File: src/rtl/bqc_pkg.sv
// Shared types and constants of the low-pass biquad cascade.
// Used by bqc_section, bqc_outstage and biquad_cascade_lowpass; depends on nothing.
package bqc_pkg;

   localparam int INT_BITS       = 24;  // internal section word
   localparam int COEF_BITS      = 18;  // Q2.16 coefficients
   localparam int COEF_FRAC      = 16;
   localparam int PROD_BITS      = COEF_BITS + INT_BITS + 1;
   localparam int ACC_BITS       = 46;
   localparam int CSR_INDEX_BITS = 3;
   localparam int SEC_COUNT_BITS = 2;

   // Register map
   localparam logic [CSR_INDEX_BITS-1:0] REG_SECTION_COUNT    = 3'd0;
   localparam logic [CSR_INDEX_BITS-1:0] REG_LAST_FIRST_ORDER = 3'd1;
   localparam int REG_COEF_BASE    = 2;
   localparam int REGS_PER_SECTION = 3;

   typedef logic signed [INT_BITS-1:0]  value_type;
   typedef logic signed [COEF_BITS-1:0] coef_type;

   localparam value_type VALUE_MAX = {1'b0, {(INT_BITS-1){1'b1}}};
   localparam value_type VALUE_MIN = {1'b1, {(INT_BITS-1){1'b0}}};

   typedef enum logic [1:0] {
      COEF_GAIN = 2'd0,
      COEF_FB1  = 2'd1,
      COEF_FB2  = 2'd2
   } coef_sel_type;

   // One request travelling down the chain
   typedef struct packed {
      logic      valid;
      logic      clip;
      value_type value;
   } link_type;

   typedef struct packed {
      logic         we;
      coef_sel_type sel;
      coef_type     data;
   } coef_wr_type;

   typedef struct packed {
      logic active;
      logic first_order;
   } cell_mode_type;

endpackage

File: src/rtl/biquad_cascade_lowpass.sv
// Top level of the low-pass biquad cascade: register file, chain of section cells, output cell.
// Depends on bqc_pkg, bqc_section and bqc_outstage.
//
//   channel  direction  handshake              payload
//   req      in         req_valid/req_ready    req_sample_in, req_restart
//   rsp      out        rsp_valid/rsp_ready    rsp_sample_out, rsp_clipped
//   csr      in         csr_valid/csr_ready    csr_index, csr_data
//
// One request at a time: each active section takes a request from accept to hand-off through
// five products on its single multiplier, accumulate and clamp; an inactive one passes it on.
// req_ready rises again once the result sits in the output register.
// Reset clears histories and coefficients and sets two active sections, second order.
// A stalled rsp holds the result; a finished section then waits in its hold state.
module biquad_cascade_lowpass #(
   parameter int MAX_SECTIONS = 2,
   parameter int SAMPLE_BITS  = 16
) (
   input  logic                                  clock,
   input  logic                                  reset,
   input  logic                                  req_valid,
   output logic                                  req_ready,
   input  logic signed [SAMPLE_BITS-1:0]         req_sample_in,
   input  logic                                  req_restart,
   output logic                                  rsp_valid,
   input  logic                                  rsp_ready,
   output logic signed [SAMPLE_BITS-1:0]         rsp_sample_out,
   output logic                                  rsp_clipped,
   input  logic                                  csr_valid,
   output logic                                  csr_ready,
   input  logic [bqc_pkg::CSR_INDEX_BITS-1:0]    csr_index,
   input  logic [bqc_pkg::COEF_BITS-1:0]         csr_data
);
   import bqc_pkg::*;

   localparam int UP = INT_BITS - SAMPLE_BITS;

   logic [SEC_COUNT_BITS-1:0] sec_count_ff;
   logic                      last_first_ff;
   logic                      busy_ff;
   logic [SEC_COUNT_BITS-1:0] nsec;
   logic                      csr_wr;
   logic                      req_acc;
   value_type                 x_in;

   link_type                  link [MAX_SECTIONS+1];
   logic [MAX_SECTIONS:0]     chain_ready;
   logic [MAX_SECTIONS-1:0]   chain_valid;

   assign csr_ready = 1'b1;
   assign csr_wr    = csr_valid && csr_ready;
   assign req_ready = !busy_ff && chain_ready[0];
   assign req_acc   = req_valid && req_ready;
   assign x_in      = INT_BITS'(req_sample_in) <<< UP;

   assign link[0].valid = req_valid && !busy_ff;
   assign link[0].clip  = 1'b0;
   assign link[0].value = x_in;

   // Clamp the section count to one..MAX_SECTIONS
   always_comb begin
      if (sec_count_ff == '0) begin
         nsec = SEC_COUNT_BITS'(1);
      end else if (sec_count_ff > SEC_COUNT_BITS'(MAX_SECTIONS)) begin
         nsec = SEC_COUNT_BITS'(MAX_SECTIONS);
      end else begin
         nsec = sec_count_ff;
      end
   end

   always_ff @(posedge clock) begin
      if (reset) begin
         sec_count_ff  <= SEC_COUNT_BITS'(2);
         last_first_ff <= 1'b0;
      end else if (csr_wr) begin
         if (csr_index == REG_SECTION_COUNT) begin
            sec_count_ff <= csr_data[SEC_COUNT_BITS-1:0];
         end
         if (csr_index == REG_LAST_FIRST_ORDER) begin
            last_first_ff <= csr_data[0];
         end
      end
   end

   // Busy from acceptance until the result enters the output register
   always_ff @(posedge clock) begin
      if (reset) begin
         busy_ff <= 1'b0;
      end else if (req_acc) begin
         busy_ff <= 1'b1;
      end else if (link[MAX_SECTIONS].valid && chain_ready[MAX_SECTIONS]) begin
         busy_ff <= 1'b0;
      end
   end

   for (genvar i = 0; i < MAX_SECTIONS; i++) begin : g_sec
      localparam int BASE = REG_COEF_BASE + REGS_PER_SECTION * i;
      coef_wr_type   wr;
      cell_mode_type mode;

      always_comb begin
         wr.data = csr_data;
         wr.we   = 1'b0;
         wr.sel  = COEF_GAIN;
         if (csr_wr) begin
            if (csr_index == CSR_INDEX_BITS'(BASE)) begin
               wr.we  = 1'b1;
               wr.sel = COEF_GAIN;
            end else if (csr_index == CSR_INDEX_BITS'(BASE + 1)) begin
               wr.we  = 1'b1;
               wr.sel = COEF_FB1;
            end else if (csr_index == CSR_INDEX_BITS'(BASE + 2)) begin
               wr.we  = 1'b1;
               wr.sel = COEF_FB2;
            end
         end
      end

      assign mode.active      = SEC_COUNT_BITS'(i) < nsec;
      assign mode.first_order = last_first_ff && (SEC_COUNT_BITS'(i) == nsec - 1'b1);
      assign chain_valid[i]   = link[i+1].valid;

      bqc_section u_sec (
         .clock     (clock),
         .reset     (reset),
         .cfg_wr    (wr),
         .mode      (mode),
         .clr       (req_acc && req_restart),
         .in_link   (link[i]),
         .in_ready  (chain_ready[i]),
         .out_link  (link[i+1]),
         .out_ready (chain_ready[i+1])
      );
   end

   bqc_outstage #(
      .SAMPLE_BITS (SAMPLE_BITS)
   ) u_out (
      .clock          (clock),
      .reset          (reset),
      .in_link        (link[MAX_SECTIONS]),
      .in_ready       (chain_ready[MAX_SECTIONS]),
      .rsp_valid      (rsp_valid),
      .rsp_ready      (rsp_ready),
      .rsp_sample_out (rsp_sample_out),
      .rsp_clipped    (rsp_clipped)
   );

   a_one_in_chain: assert property (@(posedge clock) disable iff (reset)
      $onehot0(chain_valid))
      else $error("more than one request in the section chain");

   a_chain_end_busy: assert property (@(posedge clock) disable iff (reset)
      link[MAX_SECTIONS].valid |-> busy_ff)
      else $error("result at chain end without a request in flight");

   a_rsp_from_request: assert property (@(posedge clock) disable iff (reset)
      $rose(rsp_valid) |-> $past(busy_ff))
      else $error("response raised with no request in flight");

endmodule

File: src/rtl/bqc_section.sv
// One direct-form-I biquad section cell: coefficients, histories and one shared multiplier.
// Depends on bqc_pkg.
module bqc_section (
   input  logic                   clock,
   input  logic                   reset,
   input  bqc_pkg::coef_wr_type   cfg_wr,
   input  bqc_pkg::cell_mode_type mode,
   input  logic                   clr,
   input  bqc_pkg::link_type      in_link,
   output logic                   in_ready,
   output bqc_pkg::link_type      out_link,
   input  logic                   out_ready
);
   import bqc_pkg::*;

   typedef enum logic [2:0] {
      ST_IDLE,
      ST_MAC,
      ST_DRAIN,
      ST_FINAL,
      ST_HOLD
   } state_type;

   localparam logic [2:0] STEP_X0 = 3'd0;
   localparam logic [2:0] STEP_X1 = 3'd1;
   localparam logic [2:0] STEP_X2 = 3'd2;
   localparam logic [2:0] STEP_Y1 = 3'd3;
   localparam logic [2:0] STEP_Y2 = 3'd4;

   localparam logic signed [ACC_BITS-1:0] ROUND_INIT = ACC_BITS'(1) <<< (COEF_FRAC - 1);

   state_type                    state_ff;
   logic [2:0]                   step_ff;
   value_type                    x0_ff, x1_ff, x2_ff, y1_ff, y2_ff;
   coef_type                     g_ff, a1_ff, a2_ff;
   logic signed [ACC_BITS-1:0]   acc_ff, acc_in;
   logic signed [PROD_BITS-1:0]  prod_ff, prod_in;
   logic                         prod_sub_ff, sub_in;
   logic                         clip_ff, first_ff;
   link_type                     out_ff;

   coef_type                     opa;
   logic signed [INT_BITS:0]     opb;
   logic [ACC_BITS-INT_BITS-COEF_FRAC:0] acc_top;
   logic                         ovf;
   value_type                    y_sat;

   // Operand select for the current product
   always_comb begin
      opa    = '0;
      opb    = '0;
      sub_in = 1'b0;
      unique case (step_ff)
         STEP_X0: begin
            opa = g_ff;
            opb = (INT_BITS+1)'(x0_ff);
         end
         STEP_X1: begin
            opa = g_ff;
            opb = first_ff ? (INT_BITS+1)'(x1_ff) : {x1_ff, 1'b0};
         end
         STEP_X2: begin
            opa = g_ff;
            opb = first_ff ? '0 : (INT_BITS+1)'(x2_ff);
         end
         STEP_Y1: begin
            opa    = a1_ff;
            opb    = (INT_BITS+1)'(y1_ff);
            sub_in = 1'b1;
         end
         STEP_Y2: begin
            opa    = a2_ff;
            opb    = first_ff ? '0 : (INT_BITS+1)'(y2_ff);
            sub_in = 1'b1;
         end
         default: begin
            opa = '0;
         end
      endcase
   end

   assign prod_in = opa * opb;
   assign acc_in  = prod_sub_ff ? acc_ff - ACC_BITS'(prod_ff) : acc_ff + ACC_BITS'(prod_ff);

   // Drop the fraction, then clamp to the internal word
   assign acc_top = acc_ff[ACC_BITS-1:INT_BITS+COEF_FRAC-1];
   assign ovf     = !((&acc_top) || !(|acc_top));
   assign y_sat   = ovf ? (acc_ff[ACC_BITS-1] ? VALUE_MIN : VALUE_MAX)
                        : acc_ff[INT_BITS+COEF_FRAC-1:COEF_FRAC];

   assign in_ready = (state_ff == ST_IDLE);
   assign out_link = out_ff;

   always_ff @(posedge clock) begin
      if (reset) begin
         state_ff     <= ST_IDLE;
         out_ff.valid <= 1'b0;
      end else begin
         unique case (state_ff)
            ST_IDLE: begin
               if (in_link.valid) begin
                  if (mode.active) begin
                     x0_ff    <= in_link.value;
                     clip_ff  <= in_link.clip;
                     first_ff <= mode.first_order;
                     step_ff  <= STEP_X0;
                     acc_ff   <= ROUND_INIT;
                     state_ff <= ST_MAC;
                  end else begin
                     // inactive section: pass the request through untouched
                     out_ff   <= in_link;
                     state_ff <= ST_HOLD;
                  end
               end
            end
            ST_MAC: begin
               prod_ff     <= prod_in;
               prod_sub_ff <= sub_in;
               if (step_ff != STEP_X0) begin
                  acc_ff <= acc_in;
               end
               step_ff <= step_ff + 3'd1;
               if (step_ff == STEP_Y2) begin
                  state_ff <= ST_DRAIN;
               end
            end
            ST_DRAIN: begin
               acc_ff   <= acc_in;
               state_ff <= ST_FINAL;
            end
            ST_FINAL: begin
               out_ff.valid <= 1'b1;
               out_ff.clip  <= clip_ff | ovf;
               out_ff.value <= y_sat;
               state_ff     <= ST_HOLD;
            end
            ST_HOLD: begin
               if (out_ready) begin
                  out_ff.valid <= 1'b0;
                  state_ff     <= ST_IDLE;
               end
            end
            default: begin
               state_ff <= ST_IDLE;
            end
         endcase
      end
   end

   // Histories: restart clears, a finished sample shifts them
   always_ff @(posedge clock) begin
      if (reset || clr) begin
         x1_ff <= '0;
         x2_ff <= '0;
         y1_ff <= '0;
         y2_ff <= '0;
      end else if (state_ff == ST_FINAL) begin
         x2_ff <= x1_ff;
         x1_ff <= x0_ff;
         y2_ff <= y1_ff;
         y1_ff <= y_sat;
      end
   end

   always_ff @(posedge clock) begin
      if (reset) begin
         g_ff  <= '0;
         a1_ff <= '0;
         a2_ff <= '0;
      end else if (cfg_wr.we) begin
         unique case (cfg_wr.sel)
            COEF_GAIN: g_ff  <= cfg_wr.data;
            COEF_FB1:  a1_ff <= cfg_wr.data;
            COEF_FB2:  a2_ff <= cfg_wr.data;
            default:   g_ff  <= g_ff;
         endcase
      end
   end

endmodule

File: src/rtl/bqc_outstage.sv
// Output cell: rounds the internal word back to sample width, saturates, holds the response.
// Depends on bqc_pkg.
module bqc_outstage #(
   parameter int SAMPLE_BITS = 16
) (
   input  logic                          clock,
   input  logic                          reset,
   input  bqc_pkg::link_type             in_link,
   output logic                          in_ready,
   output logic                          rsp_valid,
   input  logic                          rsp_ready,
   output logic signed [SAMPLE_BITS-1:0] rsp_sample_out,
   output logic                          rsp_clipped
);
   import bqc_pkg::*;

   localparam int UP = INT_BITS - SAMPLE_BITS;
   localparam logic signed [INT_BITS:0] RND =
      (UP > 0) ? ((INT_BITS+1)'(1) <<< (UP - 1)) : (INT_BITS+1)'(0);

   logic signed [INT_BITS:0]      sum;
   logic [SAMPLE_BITS:0]          shifted;
   logic                          ovf;
   logic [SAMPLE_BITS-1:0]        sat_val;
   logic                          rsp_valid_ff;
   logic signed [SAMPLE_BITS-1:0] sample_ff;
   logic                          clip_ff;

   assign sum     = (INT_BITS+1)'(in_link.value) + RND;
   assign shifted = sum[INT_BITS:UP];
   assign ovf     = shifted[SAMPLE_BITS] != shifted[SAMPLE_BITS-1];
   assign sat_val = ovf ? {shifted[SAMPLE_BITS], {(SAMPLE_BITS-1){!shifted[SAMPLE_BITS]}}}
                        : shifted[SAMPLE_BITS-1:0];

   assign in_ready       = !rsp_valid_ff || rsp_ready;
   assign rsp_valid      = rsp_valid_ff;
   assign rsp_sample_out = sample_ff;
   assign rsp_clipped    = clip_ff;

   always_ff @(posedge clock) begin
      if (reset) begin
         rsp_valid_ff <= 1'b0;
      end else if (in_link.valid && in_ready) begin
         rsp_valid_ff <= 1'b1;
         sample_ff    <= sat_val;
         clip_ff      <= in_link.clip | ovf;
      end else if (rsp_ready) begin
         rsp_valid_ff <= 1'b0;
      end
   end

endmodule

File: config.mk
export PLATFORM = sky130hd
export DESIGN_NAME = biquad_cascade_lowpass
export DESIGN_NICKNAME = d
export VERILOG_FILES = /design/src/rtl/bqc_pkg.sv /design/src/rtl/biquad_cascade_lowpass.sv /design/src/rtl/bqc_section.sv /design/src/rtl/bqc_outstage.sv
export SDC_FILE = /design/constraint.sdc
export NUM_CORES = 2
export LEC_CHECK = 0
export BUFFER_PORTS_ARGS = -buffer_cell sky130_fd_sc_hd__buf_4
export CAP_MARGIN = 40
export CORE_ASPECT_RATIO = 1.1
export CORE_MARGIN = 2
export CORE_UTILIZATION = 48
export DETAILED_ROUTE_END_ITERATION = 8
export PLACE_DENSITY = 0.74
export REMOVE_ABC_BUFFERS = 1
export SLEW_MARGIN = 20
export SYNTH_ARGS = -nofsm -noshare
export SYNTH_HDL_FRONTEND = slang
export SYNTH_SLANG_ARGS = --single-unit
File: constraint.sdc
create_clock -name clock -period 18.25 [get_ports clock]
set_input_delay 3.65 -clock clock [delete_from_list [all_inputs] [get_ports clock]]
set_output_delay 3.65 -clock clock [all_outputs]
set_load 0.02 [all_outputs]
==> impl_metrics.yaml <==
floorplanning:
  die_area_mm2: 0.130
  num_io_pins: 63
  core-area_mm2: 0.126
  dieHeight_um: 378
  std_cell_rows: 137
  die-width_um: 344
  initial_core_utilization_pct: 48.2
detailed_routing:
  route.antenna.remaining_nets: 0
  drt_drc_violations_left: 0
  dr_total_vias: 49314
  drtPass1Iterations: 7
  routed_via_density: 5.73
  drt_iter0_markers: 4453
  routed_wl_mm: 184
  post_drt_wl_per_cell_um: 21.3
run_status:
  status: "completed"
clock_tree:
  cts-root-to-sink-buffers: 3
  clk_latency_worst_skew_pair_ns: 0.63
  post_cts_resized: 0
  cts_sinks: 585
  post_cts_buffers: 0
  clockRootBuffer: "sky130_fd_sc_hd__clkbuf_16"
  cts.clk_slew.worst_paths_ns: 0.06
  cts_tree: "done"
  cts_hold_buf: 0
  number_of_h_tree_levels: 3
  cts_inserted_buffers: 67
sta:
  max_slew_violation_count: 0
  post-route-period-util_pct: 51.5
  timing.final.setup_violations: 0
  timing.slew.headroom_pct: 38.7
  timing.final.ws_setup_ns: 8.85
  setup-tns-final_ns: 0
  setup_repair_after_global_routing_missed_its_margin: "no"
  max_slew.worst_pin.slew_ns: 0.918
  fmaxAchievable_ghz: 0.106
  clock_skew_ns: 0.0264
  fin_crit_ns: 9.40
  final-hold-violation-count: 0
setup_path:
  cp.arrival_ns: 9.77
  worstSetupStartpointType: "register"
  path_common_cell: "sky130_fd_sc_hd__fa_1"
  critical_path_endpoint_category: "register"
  worst_r2r_path_depth: 29
  critical_path_required_ns: 18.62
  worstSetupPathType: "register to register"
  crit-reg2reg-capture: "g_sec[1].u_sec.prod_ff[39]$_DFFE_PP_"
  reg2reg_slack_ns: 8.85
  critical-path-max-stage-delay_ns: 0.76
  worstPathMaxFanout: 26
  critical_path.slowest_cell: "sky130_fd_sc_hd__or3_1"
  beginning_of_the_worst_register_to_register_path: "g_sec[1].u_sec.step_ff[0]$_SDFFCE_PN0P_"
logic_synthesis:
  synthesis.area_mm2: 0.0609
  yosys.area.top_type_share_pct: 29.1
  synth-edff-count: 289
  synth_ff_type: "sky130_fd_sc_hd__dfxtp_1"
  netlist.top_cell.by_area: "sky130_fd_sc_hd__fa_1"
  ys_ff_latch: 585
  netlist_instances: 6955
  synthDistinctLibCells: 87
  yosys.cell_count.top_type: "sky130_fd_sc_hd__nand2_1"
  synth.cells.most_frequent: "1,186 x sky130_fd_sc_hd__nand2_1, 1,104 x sky130_fd_sc_hd__inv_1, 884 x sky130_fd_sc_hd__fa_1"
  synth_seq_area_share_pct: 24.0
  synth_area_leaders: "sky130_fd_sc_hd__fa_1 29%, sky130_fd_sc_hd__edfxtp_1 14%, sky130_fd_sc_hd__dfxtp_1 9.7%"
  synthArstFlopShare_pct: 0
  synth-warning-count: 0
  post_synth.cell_area_avg_um2: 8.76
layout:
  design.final.nets: 8131
  drive_above_1_share_pct: 5.12
  n_fill_cell: 11431
  area_growth_syn_to_layout_pct: 7.97
  layout.core_utilization_pct: 52.1
  final_cell_count_no_fill: 8609
global_routing:
  remaining_global_route_overflow: 0
  antenna_found_initial: 6
  globalRouteTotalUtil_pct: 28.3
  grt_max_degree: 89
  first_pass_grt_wire_length_mm: 283
  vias_in_the_first_global_route: 49938
power:
  ir_worst_vdd_mv: 0.0536
  cellInternalPower_mw: 2.37
  power_leakage_nw: 28.9
  switching_share_pct: 27.0
  pwr_density_cell_mw_per_mm2: 49.4
  combinationalPowerShare_pct: 12.8
  switching_component_of_the_power_uw: 878
  seqPwrFrac_pct: 44.0
  clockPowerShare_pct: 43.3
placement:
  detailedPlace.worstSlack_ns: 9.02
  io_buffers: 61
  place_hpwl_mm: 143
  numPlacedInstances: 8479
  place.gp.congestion: 0.966
worst_hold_path:
  hold_depth: 0
  hold_path.class: "register to register"
  worstHoldStart: "g_sec[0].u_sec.out_link[2]$_SDFFCE_PN0P_"
  endpoint_with_the_worst_hold_slack: "g_sec[1].u_sec.x0_ff[2]$_DFFE_PP_"
flow_run:
  max-cap-violations: 0
## routing by layer
| metal | part of all wire, % | wire [um] | global-route usage [%] | up-vias |
|---|---|---|---|---|
| li1 | - | - | - | 22011 |
| met1 | 36 | 65800 | 33.1 | 24344 |
| met2 | 49 | 89900 | 48.7 | 2275 |
| met3 | 7.8 | 14300 | 4.61 | 674 |
| met4 | 7.3 | 13400 | 17.0 | 10 |
| met5 | 0.042 | 78 | 0 | - |
## cell families after synthesis
logic type	count (synthesis)	share of synthesized area [%]
other cells	1	0.00616
fa+ha+maj	1201	35.6
buf+inv	1431	8.88
xor+xnor	253	3.65
compound gates	1170	12.0
mux	13	0.216
flops	585	24.0
simple gates	2301	15.7
## cell usage in the layout, fill, tap and decap left out, types with 30 or more instances in the layout
cell type,n
sky130_fd_sc_hd__nand2_1,1185
sky130_fd_sc_hd__a21o_1,91
sky130_fd_sc_hd__nand2b_1,40
sky130_fd_sc_hd__and3_1,31
sky130_fd_sc_hd__clkbuf_16,70
sky130_fd_sc_hd__and2_1,61
sky130_fd_sc_hd__fa_1,884
sky130_fd_sc_hd__o21ai_0,140
sky130_fd_sc_hd__ha_1,316
sky130_fd_sc_hd__edfxtp_1,289
sky130_fd_sc_hd__xnor2_1,200
sky130_fd_sc_hd__a22o_1,36
sky130_fd_sc_hd__nand4_1,30
sky130_fd_sc_hd__nand3_1,55
sky130_fd_sc_hd__a222oi_1,41
sky130_fd_sc_hd__nor2b_1,32
sky130_fd_sc_hd__a21oi_1,548
sky130_fd_sc_hd__inv_1,1104
sky130_fd_sc_hd__buf_4,166
sky130_fd_sc_hd__xor2_1,52
sky130_fd_sc_hd__o21a_1,34
sky130_fd_sc_hd__a22oi_1,50
sky130_fd_sc_hd__nor2_1,717
sky130_fd_sc_hd__nor3_1,62
sky130_fd_sc_hd__dfxtp_1,296
sky130_fd_sc_hd__a211oi_1,32
## power by group through the flow
stage	Combinational, mW	Clock, mW	Sequential, mW
6_report	0.414	1.41	1.43
3_5_place_dp	0.404	0	1.46
2_1_floorplan	0.265	0	1.45
5_1_grt	0.451	1.47	1.43
3_3_place_gp	0.392	0	1.45
4_1_cts	0.406	1.42	1.43
## final cells by class
class | instances | area [um^2] | area share (%)
Antenna cell | 1 | 2.50 | 0.00381
Multi-Input combinational cell | 4939 | 41100 | 62.4
Timing Repair Buffer | 190 | 1620 | 2.46
Clock inverter | 28 | 358 | 0.544
Sequential cell | 585 | 14600 | 22.2
Inverter | 1104 | 4140 | 6.30
Tap cell | 1668 | 2090 | 3.17
Clock buffer | 94 | 1890 | 2.88
## critical path, delay by kind of cell, from the launching register on
kind	cells	cell delay (ns)
XOR/XNOR	1	0.10
adder cells (fa/ha/maj)	8	3.64
AO/OA/AOI/OAI	7	1.85
flip-flops	1	0.40
buffers and inverters	6	0.55
AND/OR/NAND/NOR	7	2.59
## sequential cells by signal (all words and copies together) (netlist names), 40 cells and up
register	flops
g_sec.u_sec.prod_ff	86
g_sec.u_sec.x0_ff	40
g_sec.u_sec.acc_ff	92
g_sec.u_sec.y1_ff	48
g_sec.u_sec.out_link	45
g_sec.u_sec.x1_ff	40
g_sec.u_sec.y2_ff	48
g_sec.u_sec.x2_ff	40
## how the worst max path moves through the flow
stage,from,end,slack (ns),cells past startpoint
2_1_floorplan,g_sec[0].u_sec.step_ff[0]$_SDFFCE_PN0P_,g_sec[0].u_sec.prod_ff[42]$_DFFE_PP_,9.49,27
6_report,g_sec[1].u_sec.step_ff[0]$_SDFFCE_PN0P_,g_sec[1].u_sec.prod_ff[39]$_DFFE_PP_,8.85,29
4_1_cts,g_sec[1].u_sec.step_ff[0]$_SDFFCE_PN0P_,g_sec[1].u_sec.prod_ff[39]$_DFFE_PP_,9.01,29
3_5_place_dp,g_sec[1].u_sec.step_ff[0]$_SDFFCE_PN0P_,g_sec[1].u_sec.prod_ff[39]$_DFFE_PP_,9.02,29
5_1_grt,g_sec[1].u_sec.step_ff[0]$_SDFFCE_PN0P_,g_sec[1].u_sec.prod_ff[39]$_DFFE_PP_,8.59,29
3_3_place_gp,g_sec[1].u_sec.step_ff[0]$_SDFFCE_PN0P_,g_sec[1].u_sec.prod_ff[39]$_DFFE_PP_,9.12,28
## metrics by stage
stage	instance area [um^2]	hold WS, ns	power, mW
after floorplan	59600	0.400	1.71
after global placement	63000	0.401	1.85
after detailed placement	63400	0.407	1.86
after CTS	65600	0.418	3.25
after global routing	65800	0.428	3.35
final	65800	0.420	3.25
Note: power is estimated with default switching activity, not from simulation.
